<file path="src/laq_pkg.sv">
`timescale 1ns / 1ps

package laq_pkg;

    localparam int DEPTH_DEF = 64;
    localparam int DATA_W    = 32;
    localparam int SLOT_W    = 6;
    localparam int REQ_W     = 2;
    localparam int STATUS_W  = 2;
    localparam int S_TDATA_W = 40;

    typedef enum logic [REQ_W-1:0] {
        REQ_INSERT  = 2'd0,
        REQ_DELETE  = 2'd1,
        REQ_DISPLAY = 2'd2,
        REQ_UPDATE  = 2'd3
    } req_t;

    typedef enum logic [STATUS_W-1:0] {
        ST_OK       = 2'd0,
        ST_OVERFLOW = 2'd1,
        ST_EMPTY    = 2'd2,
        ST_NOTFOUND = 2'd3
    } status_t;

    // commands from the controller to the datapath
    typedef struct packed {
        logic    ins;        // write item at the next rear slot, advance the rear pointer
        logic    upd;        // write item at slot_index
        logic    del;        // read front slot, advance or clear pointers
        logic    disp;       // read front slot, start the display walk
        logic    next;       // read the following slot of the display walk
        logic    out_load;   // load the output register
        logic    out_ram;    // output value from slot read data, else zero
        logic    out_last;
        status_t out_status;
    } cmd_t;

    // status from the datapath to the controller
    typedef struct packed {
        logic empty;
        logic full;          // rear pointer at the last slot, queue not empty
        logic upd_hit;       // slot_index lies between front and rear
        logic at_rear;       // display walk sits on the rear slot
        logic out_free;      // output register free at this edge
    } stat_t;

endpackage

</file>
<file path="src/laq_ram.sv">
`timescale 1ns / 1ps

module laq_ram #(
    parameter int WIDTH = 32,
    parameter int DEPTH = 64
) (
    input  logic                     clk,
    input  logic                     wr_en,
    input  logic [$clog2(DEPTH)-1:0] wr_addr,
    input  logic [WIDTH-1:0]         wr_data,
    input  logic                     rd_en,
    input  logic [$clog2(DEPTH)-1:0] rd_addr,
    output logic [WIDTH-1:0]         rd_data
);

    logic [WIDTH-1:0] mem [DEPTH];
    logic [WIDTH-1:0] rd_data_reg;

    always_ff @(posedge clk) begin
        if (wr_en) begin
            mem[wr_addr] <= wr_data;
        end
        if (rd_en) begin
            rd_data_reg <= mem[rd_addr];
        end
    end

    assign rd_data = rd_data_reg;

endmodule

</file>
<file path="src/laq_ctrl.sv">
`timescale 1ns / 1ps

module laq_ctrl
    import laq_pkg::*;
(
    input  logic  aclk,
    input  logic  aresetn,
    input  logic  s_tvalid,
    input  req_t  req,
    input  stat_t stat,
    output logic  s_tready,
    output cmd_t  cmd
);

    typedef enum logic {
        S_IDLE,
        S_STREAM
    } state_t;

    state_t state_reg, state_next;
    logic   is_del_reg, is_del_next;
    logic   accept;

    assign s_tready = (state_reg == S_IDLE) && stat.out_free;
    assign accept   = s_tvalid && s_tready;

    always_comb begin
        cmd            = '0;
        cmd.out_status = ST_OK;
        state_next     = state_reg;
        is_del_next    = is_del_reg;
        unique case (state_reg)
            S_IDLE: begin
                if (accept) begin
                    unique case (req)
                        REQ_INSERT: begin
                            cmd.out_load = 1'b1;
                            cmd.out_last = 1'b1;
                            if (stat.full) begin
                                cmd.out_status = ST_OVERFLOW;
                            end else begin
                                cmd.ins = 1'b1;
                            end
                        end
                        REQ_UPDATE: begin
                            cmd.out_load = 1'b1;
                            cmd.out_last = 1'b1;
                            if (stat.upd_hit) begin
                                cmd.upd = 1'b1;
                            end else begin
                                cmd.out_status = ST_NOTFOUND;
                            end
                        end
                        REQ_DELETE, REQ_DISPLAY: begin
                            if (stat.empty) begin
                                cmd.out_load   = 1'b1;
                                cmd.out_last   = 1'b1;
                                cmd.out_status = ST_EMPTY;
                            end else begin
                                cmd.del     = (req == REQ_DELETE);
                                cmd.disp    = (req == REQ_DISPLAY);
                                is_del_next = (req == REQ_DELETE);
                                state_next  = S_STREAM;
                            end
                        end
                    endcase
                end
            end
            S_STREAM: begin
                // hold the read data until the output register frees up
                if (stat.out_free) begin
                    cmd.out_load = 1'b1;
                    cmd.out_ram  = 1'b1;
                    cmd.out_last = is_del_reg || stat.at_rear;
                    if (is_del_reg || stat.at_rear) begin
                        state_next = S_IDLE;
                    end else begin
                        cmd.next = 1'b1;
                    end
                end
            end
        endcase
    end

    always_ff @(posedge aclk) begin
        if (!aresetn) begin
            state_reg  <= S_IDLE;
            is_del_reg <= 1'b0;
        end else begin
            state_reg  <= state_next;
            is_del_reg <= is_del_next;
        end
    end

endmodule

</file>
<file path="src/laq_dp.sv">
`timescale 1ns / 1ps

module laq_dp
    import laq_pkg::*;
#(
    parameter int DEPTH = DEPTH_DEF
) (
    input  logic                     aclk,
    input  logic                     aresetn,
    input  cmd_t                     cmd,
    input  logic signed [DATA_W-1:0] item_value,
    input  logic [SLOT_W-1:0]        slot_index,
    input  logic                     m_tready,
    output stat_t                    stat,
    output logic                     m_tvalid,
    output logic signed [DATA_W-1:0] m_tdata,
    output status_t                  m_tuser,
    output logic                     m_tlast
);

    localparam int PTR_W = $clog2(DEPTH);

    logic [PTR_W-1:0] front_reg, front_next;
    logic [PTR_W-1:0] rear_reg, rear_next;
    logic             empty_reg, empty_next;
    logic [PTR_W-1:0] walk_reg, walk_next;

    logic                     m_tvalid_reg, m_tvalid_next;
    logic signed [DATA_W-1:0] m_tdata_reg, m_tdata_next;
    status_t                  m_tuser_reg, m_tuser_next;
    logic                     m_tlast_reg, m_tlast_next;

    logic                     wr_en, rd_en;
    logic [PTR_W-1:0]         wr_addr, rd_addr, ins_addr;
    logic signed [DATA_W-1:0] rd_data;

    assign stat.empty    = empty_reg;
    assign stat.full     = !empty_reg && (rear_reg == PTR_W'(DEPTH - 1));
    assign stat.upd_hit  = !empty_reg && (slot_index >= SLOT_W'(front_reg))
                           && (slot_index <= SLOT_W'(rear_reg));
    assign stat.at_rear  = (walk_reg == rear_reg);
    assign stat.out_free = !m_tvalid_reg || m_tready;

    // an empty queue restarts at slot zero
    assign ins_addr = empty_reg ? '0 : rear_reg + PTR_W'(1);
    assign wr_en    = cmd.ins || cmd.upd;
    assign wr_addr  = cmd.upd ? slot_index[PTR_W-1:0] : ins_addr;
    assign rd_en    = cmd.del || cmd.disp || cmd.next;
    assign rd_addr  = cmd.next ? walk_reg + PTR_W'(1) : front_reg;

    laq_ram #(
        .WIDTH (DATA_W),
        .DEPTH (DEPTH)
    ) u_slots (
        .clk     (aclk),
        .wr_en   (wr_en),
        .wr_addr (wr_addr),
        .wr_data (item_value),
        .rd_en   (rd_en),
        .rd_addr (rd_addr),
        .rd_data (rd_data)
    );

    always_comb begin
        front_next = front_reg;
        rear_next  = rear_reg;
        empty_next = empty_reg;
        walk_next  = walk_reg;
        if (cmd.ins) begin
            rear_next  = ins_addr;
            empty_next = 1'b0;
            if (empty_reg) begin
                front_next = '0;
            end
        end
        if (cmd.del) begin
            // drop the last entry: both pointers return to slot zero
            if (front_reg >= rear_reg) begin
                front_next = '0;
                rear_next  = '0;
                empty_next = 1'b1;
            end else begin
                front_next = front_reg + PTR_W'(1);
            end
        end
        if (cmd.disp) begin
            walk_next = front_reg;
        end else if (cmd.next) begin
            walk_next = walk_reg + PTR_W'(1);
        end
    end

    always_comb begin
        m_tvalid_next = m_tvalid_reg && !m_tready;
        m_tdata_next  = m_tdata_reg;
        m_tuser_next  = m_tuser_reg;
        m_tlast_next  = m_tlast_reg;
        if (cmd.out_load) begin
            m_tvalid_next = 1'b1;
            m_tdata_next  = cmd.out_ram ? rd_data : '0;
            m_tuser_next  = cmd.out_status;
            m_tlast_next  = cmd.out_last;
        end
    end

    always_ff @(posedge aclk) begin
        if (!aresetn) begin
            front_reg    <= '0;
            rear_reg     <= '0;
            empty_reg    <= 1'b1;
            m_tvalid_reg <= 1'b0;
        end else begin
            front_reg    <= front_next;
            rear_reg     <= rear_next;
            empty_reg    <= empty_next;
            m_tvalid_reg <= m_tvalid_next;
        end
    end

    always_ff @(posedge aclk) begin
        walk_reg    <= walk_next;
        m_tdata_reg <= m_tdata_next;
        m_tuser_reg <= m_tuser_next;
        m_tlast_reg <= m_tlast_next;
    end

    assign m_tvalid = m_tvalid_reg;
    assign m_tdata  = m_tdata_reg;
    assign m_tuser  = m_tuser_reg;
    assign m_tlast  = m_tlast_reg;

endmodule

</file>
<file path="src/linear_array_queue_core.sv">
`timescale 1ns / 1ps

// Linear array queue of DEPTH signed 32-bit entries held in a single-port-read
// slot RAM with registered read data. Insert, update, and any request on an
// empty queue complete when accepted: the item is accepted and its result is
// loaded into the output register at the same edge. Delete first reads the
// front slot and then presents it. Display first reads the front slot, then
// streams one entry per cycle while m_tready stays high. The next item is taken
// once the previous request's final result sits in the output register and
// that register is free; a stalled output holds off s_tready. Inserts report
// overflow once the rear pointer reaches the last slot, until deletes empty the
// queue and both pointers return to slot zero.
module linear_array_queue_core
    import laq_pkg::*;
#(
    parameter int DEPTH = DEPTH_DEF
) (
    input  logic                 aclk,
    input  logic                 aresetn,
    input  logic                 s_tvalid,
    output logic                 s_tready,
    input  logic [S_TDATA_W-1:0] s_tdata,   // [31:0] item_value, [37:32] slot_index
    input  logic [REQ_W-1:0]     s_tuser,   // [1:0] req_type
    output logic                 m_tvalid,
    input  logic                 m_tready,
    output logic [DATA_W-1:0]    m_tdata,   // [31:0] out_value
    output logic [STATUS_W-1:0]  m_tuser,   // [1:0] status
    output logic                 m_tlast
);

    cmd_t                     cmd;
    stat_t                    stat;
    logic signed [DATA_W-1:0] item_value;
    logic [SLOT_W-1:0]        slot_index;
    logic signed [DATA_W-1:0] out_value;
    status_t                  out_status;

    assign item_value = s_tdata[DATA_W-1:0];
    assign slot_index = s_tdata[DATA_W+SLOT_W-1:DATA_W];

    laq_ctrl u_ctrl (
        .aclk     (aclk),
        .aresetn  (aresetn),
        .s_tvalid (s_tvalid),
        .req      (req_t'(s_tuser)),
        .stat     (stat),
        .s_tready (s_tready),
        .cmd      (cmd)
    );

    laq_dp #(
        .DEPTH (DEPTH)
    ) u_dp (
        .aclk       (aclk),
        .aresetn    (aresetn),
        .cmd        (cmd),
        .item_value (item_value),
        .slot_index (slot_index),
        .m_tready   (m_tready),
        .stat       (stat),
        .m_tvalid   (m_tvalid),
        .m_tdata    (out_value),
        .m_tuser    (out_status),
        .m_tlast    (m_tlast)
    );

    assign m_tdata = out_value;
    assign m_tuser = out_status;

    // never take an item while a result is stuck in the output register
    a_ready_needs_room: assert property (@(posedge aclk) disable iff (!aresetn)
        s_tready |-> (!m_tvalid || m_tready))
        else $error("item accepted while output register blocked");

    // an insert always leaves the queue holding something
    a_insert_not_empty: assert property (@(posedge aclk) disable iff (!aresetn)
        (s_tvalid && s_tready && s_tuser == REQ_INSERT) |=> !stat.empty)
        else $error("queue empty after insert");

    // a delete or display on a filled queue holds off the next item
    a_stream_blocks: assert property (@(posedge aclk) disable iff (!aresetn)
        (s_tvalid && s_tready && !stat.empty
         && (s_tuser == REQ_DELETE || s_tuser == REQ_DISPLAY)) |=> !s_tready)
        else $error("item taken during slot read");

endmodule

</file>
<file path="config.mk">
export PLATFORM = sky130hd
export DESIGN_NAME = linear_array_queue_core
export DESIGN_NICKNAME = d
export VERILOG_FILES = /design/src/laq_pkg.sv /design/src/laq_ram.sv /design/src/laq_ctrl.sv /design/src/laq_dp.sv /design/src/linear_array_queue_core.sv
export SDC_FILE = /design/constraint.sdc
export NUM_CORES = 2
export LEC_CHECK = 0
export ABC_AREA = 1
export ABC_CLOCK_PERIOD_IN_PS = 4200
export BUFFER_PORTS_ARGS = -buffer_cell sky130_fd_sc_hd__buf_2
export CORE_UTILIZATION = 55
export CTS_CLUSTER_DIAMETER = 80
export CTS_CLUSTER_SIZE = 25
export DETAILED_ROUTE_END_ITERATION = 6
export PLACE_DENSITY = 0.74
export SYNTH_ARGS = -nofsm -noshare
export SYNTH_HDL_FRONTEND = slang
export SYNTH_SLANG_ARGS = --single-unit
</file>
<file path="constraint.sdc">
create_clock -name aclk -period 4.2 [get_ports aclk]
set_clock_uncertainty 0.2 [all_clocks]
set_input_delay 0.42 -clock aclk [delete_from_list [all_inputs] [get_ports aclk]]
set_output_delay 0.42 -clock aclk [all_outputs]
set_load 0.1 [all_outputs]
</file>
==> out/qor.csv <==
stage,metric,value,unit
run_status,outcome,"finished, final reports clean",
synth,unique cell type count in the Yosys netlist,35,
synth,number of warnings issued by yosys,0,
worst_hold_path,Hold Crit Class,input port to register,
cts,clk sinks,2137,
place,hpwl dp,149,mm
power,Worst IR Drop VDD,0.445,mV
final_layout,proportion of layout cells with a drive suffix above 1,7.29,%
final_layout,post-route design area,103000,um^2
global_route,pin count of the biggest net entering global routing,97,
final_layout,most common library cell in the layout ignoring fill and taps,edfxtp_1,
synth,synthesis-stage register bit count,2137,
route,count of unresolved DRC violations after routing,0,
synth,adder-cell share of the synthesized area,0.347,%
sta,worst slew slack as a fraction of its limit,10.4,%
route,number of violations reported at the end of detailed-routing iteration 0,7895,
synth,Post-Syn Area,93600,um^2
setup_path,sort of element at the start of the critical path,register,
sta,worst hold slack across all endpoints,0.0914,ns
place,RD Place Congestion,0.909,
synth,fraction of the yosys area taken by sequential cells,68.4,%
die,Die Height,415,um
setup_path,element type at the critical path end,register,
route,vias after detailed routing,64200,
final_layout,signed area change from the synthesized netlist to the final layout,10.3,%
job,max capacitance violation total,0,
global_route,wire length of the first global-routing pass,372,mm
route,number of nets with antenna violations after detailed routing,0,
die,die outline width,415,um
synth,share of cell area taken by muxes after synthesis,0,%
synth,gate count of the mapped netlist,8928,
cts,number of buffers added by the clock tree synthesis step,108,
global_route,GRT Overall Usage,28.7,%
cts,largest buffer count on any clock path,3,
setup_path,"Cell Chain, Critical Path","inv_1, nand2_1, nand2_1, nor2_1, nand3_2, nand3_4, buf_4, nand2_8, nand2_8, buf_12, buf_12, nand2_1, nand3_1, nand3_1, nand3_1, nand3_1, nand3_1, nand2_1",
place,instance area after placement,99700,um^2
synth,top cell type by total area after synthesis,edfxtp_1,
cts,insertion delay of the later-clocked pin in the worst-skew pair,0.79,ns
synth,most area-consuming cells after synthesis,"edfxtp_1 68%, nand3_1 11%, nand2_1 8.3%, inv_1 7.4%, buf_2 1.7%",
synth,Syn Nets,9000,
cts,clock-pin slew on the worst setup and hold paths,0.09,ns
cts,CTS tree,built,
synth,largest family of logic cells by synthesized area,simple AND/OR/NAND/NOR gates,
global_route,number of antenna violations at the first check in global routing,17,
power,power density over the cells,360,nW/um^2
route,routed length on met2,121,mm
setup_path,cell type with the highest occurrence count on the critical path,nand3_1,
sta,final hold violations,0,
power,Logic pwr share,4.0,%
synth,async set-or-reset flop fraction in the synthesized netlist,0,%
sta,unrepaired setup endpoints after global routing,false,
synth,number of synthesized flops with an enable pin,2121,
die,placeable core area,169000,um^2
route,via/cell ratio,5.69,
setup_path,CP top delay family,simple AND/OR/NAND/NOR gates,
power,portion of total power attributed to sequential cells,63.1,%
die,io pins,83,
synth,xor-xnor portion of the synthesized cell area,0.0561,%
setup_path,"Largest stage delay, worst path",0.49,ns
sta,share of the clock period used by the worst path,95.8,%
sta,Fmax,248,MHz
setup_path,CP bufs+invs,4,
global_route,vias in the first global route,62100,
route,drt pass-1 iters,7,
route,Top Layer Used,met4,
synth,proportion of netlist area held by the largest area contributor,68.0,%
die,Initial Util,55.3,%
setup_path,type of the worst setup path,register to register,
power,Int Pwr,29200,uW
power,share of total power consumed by net switching,21.5,%
setup_path,required time at the worst-slack endpoint,4.53,ns
synth,syn_area_per_cell,10.5,um^2
global_route,Congestion Overflow GR,0,
sta,clock period minus worst slack,4.02,ns
sta,number of failing setup endpoints in the final timing report,0,
power,Leakage,0.0427,uW
setup_path,maximum fanout encountered on the critical timing path,40,
synth,post-synthesis compound-gate area fraction,0.383,%
power,Clk network pwr share,32.9,%
power,NetSw,8010,uW
cts,CTS root buf,clkbuf_16,
final_layout,"commonest cells after routing, fill and taps aside","2,121 x edfxtp_1, 2,058 x nand2_1, 2,009 x nand3_1",
final_layout,post-layout utilization of the core,61.0,%
die,die area,172000,um^2
synth,leading register cell type out of synthesis,edfxtp_1,
sta,final total negative setup slack,0,ns
sta,slew at the pin closest to its max-slew limit,1.34,ns
sta,Slew Limit Fails,0,
synth,simple-gate portion of the synthesized area,20.9,%
cts,number of levels in the clock H-tree,3,
die,site row count,151,
setup_path,CP arrival,4.35,ns
route,met1 WL,92.0,mm
route,aggregate routed wire length,250,mm
route,wire length per cell,22.1,um
route,Met3 Wirelength,25.4,mm
setup_path,cell at the slowest stage of the critical path,dfxtp_1,
place,port bufs,80,
final_layout,net count of the finished layout,9063,
final_layout,number of flip-flops in the largest register,2048,
per-stage QoR:
stage	instances	total power (uW)	setup WS [ns]
3_3_place_gp	11100	25400	0.115
3_5_place_dp	11100	25400	0.178
4_1_cts	11300	37300	0.274
5_1_grt	11300	38100	0.0330
6_report	11300	37200	0.175
2_1_floorplan	8928	24700	0.0457
cells by family (layout without fill, tap and decap cells):
kind of cell,after synthesis,count (layout)
and+or+nand+nor,4375,4375
adders and majority gates,26,26
xor gates and xnor gates,6,6
other,0,11
buffers and inverters,2322,2439
DFF,2137,2137
AOI/OAI and AO/OA,62,62
cell type report:
type | count | area, um^2
flip-flops and latches | 2137 | 64000
fillers | 12900 | 66000
clock inverters | 49 | 621
inverters | 1851 | 6960
repair buffers | 424 | 5160
clock buffers | 115 | 2790
multi-input cells | 4469 | 21000
diodes | 11 | 27.5
well taps | 2218 | 2780
layer usage:
layer | track usage, % | vias to the layer above
met5 | 0 | -
met4 | 12.3 | 0
met3 | 4.82 | 591
met2 | 47.8 | 3612
met1 | 37.4 | 30700
li1 | - | 29200
worst register-to-register path, delay by kind of cell, from the launching register on:
| family | cells | cell delay [ns] |
|---|---|---|
| buf+inv | 4 | 0.97 |
| flops | 1 | 0.49 |
| simple gates | 14 | 2.14 |
power by group through the flow:
stage,registers [uW],clock network [uW],logic [uW]
2_1_floorplan,24100,0,543
3_3_place_gp,24000,0,1400
3_5_place_dp,24000,0,1430
4_1_cts,23500,12300,1450
5_1_grt,23500,13000,1560
6_report,23500,12200,1470
final timing paths:
check                                        from                  endpoint  slack, ns  depth (start not counted)
worst max-delay path             u_dp.rear_reg[0]  u_dp.u_slots.rd_data[16]       0.18                         18
worst min-delay path                   s_tuser[1]           u_dp.m_tuser[1]       0.09                          4
worst max register to register   u_dp.rear_reg[0]  u_dp.u_slots.rd_data[16]       0.18                         18
worst min register to register  u_ctrl.is_del_reg         u_ctrl.is_del_reg       0.31                          2
synthesized netlist by cell type (19+ instances only):
library cell  instances
buf_4                40
inv_1              1842
a21oi_1              19
ha_1                 26
o21ai_0              24
buf_2               327
edfxtp_1           2121
clkbuf_1             70
nand3b_1            160
buf_1                32
nor2_1              125
nand2_1            2061
nand3_1            2010
timing repair:
item	CTS	global route
hold buffers	14	0
resized for setup	0	2
buffers inserted	0	0
endpoints found under the setup margin	0	1175
hold endpoints to repair	184	0
No activity file was read; power rests on OpenSTA's default activity.
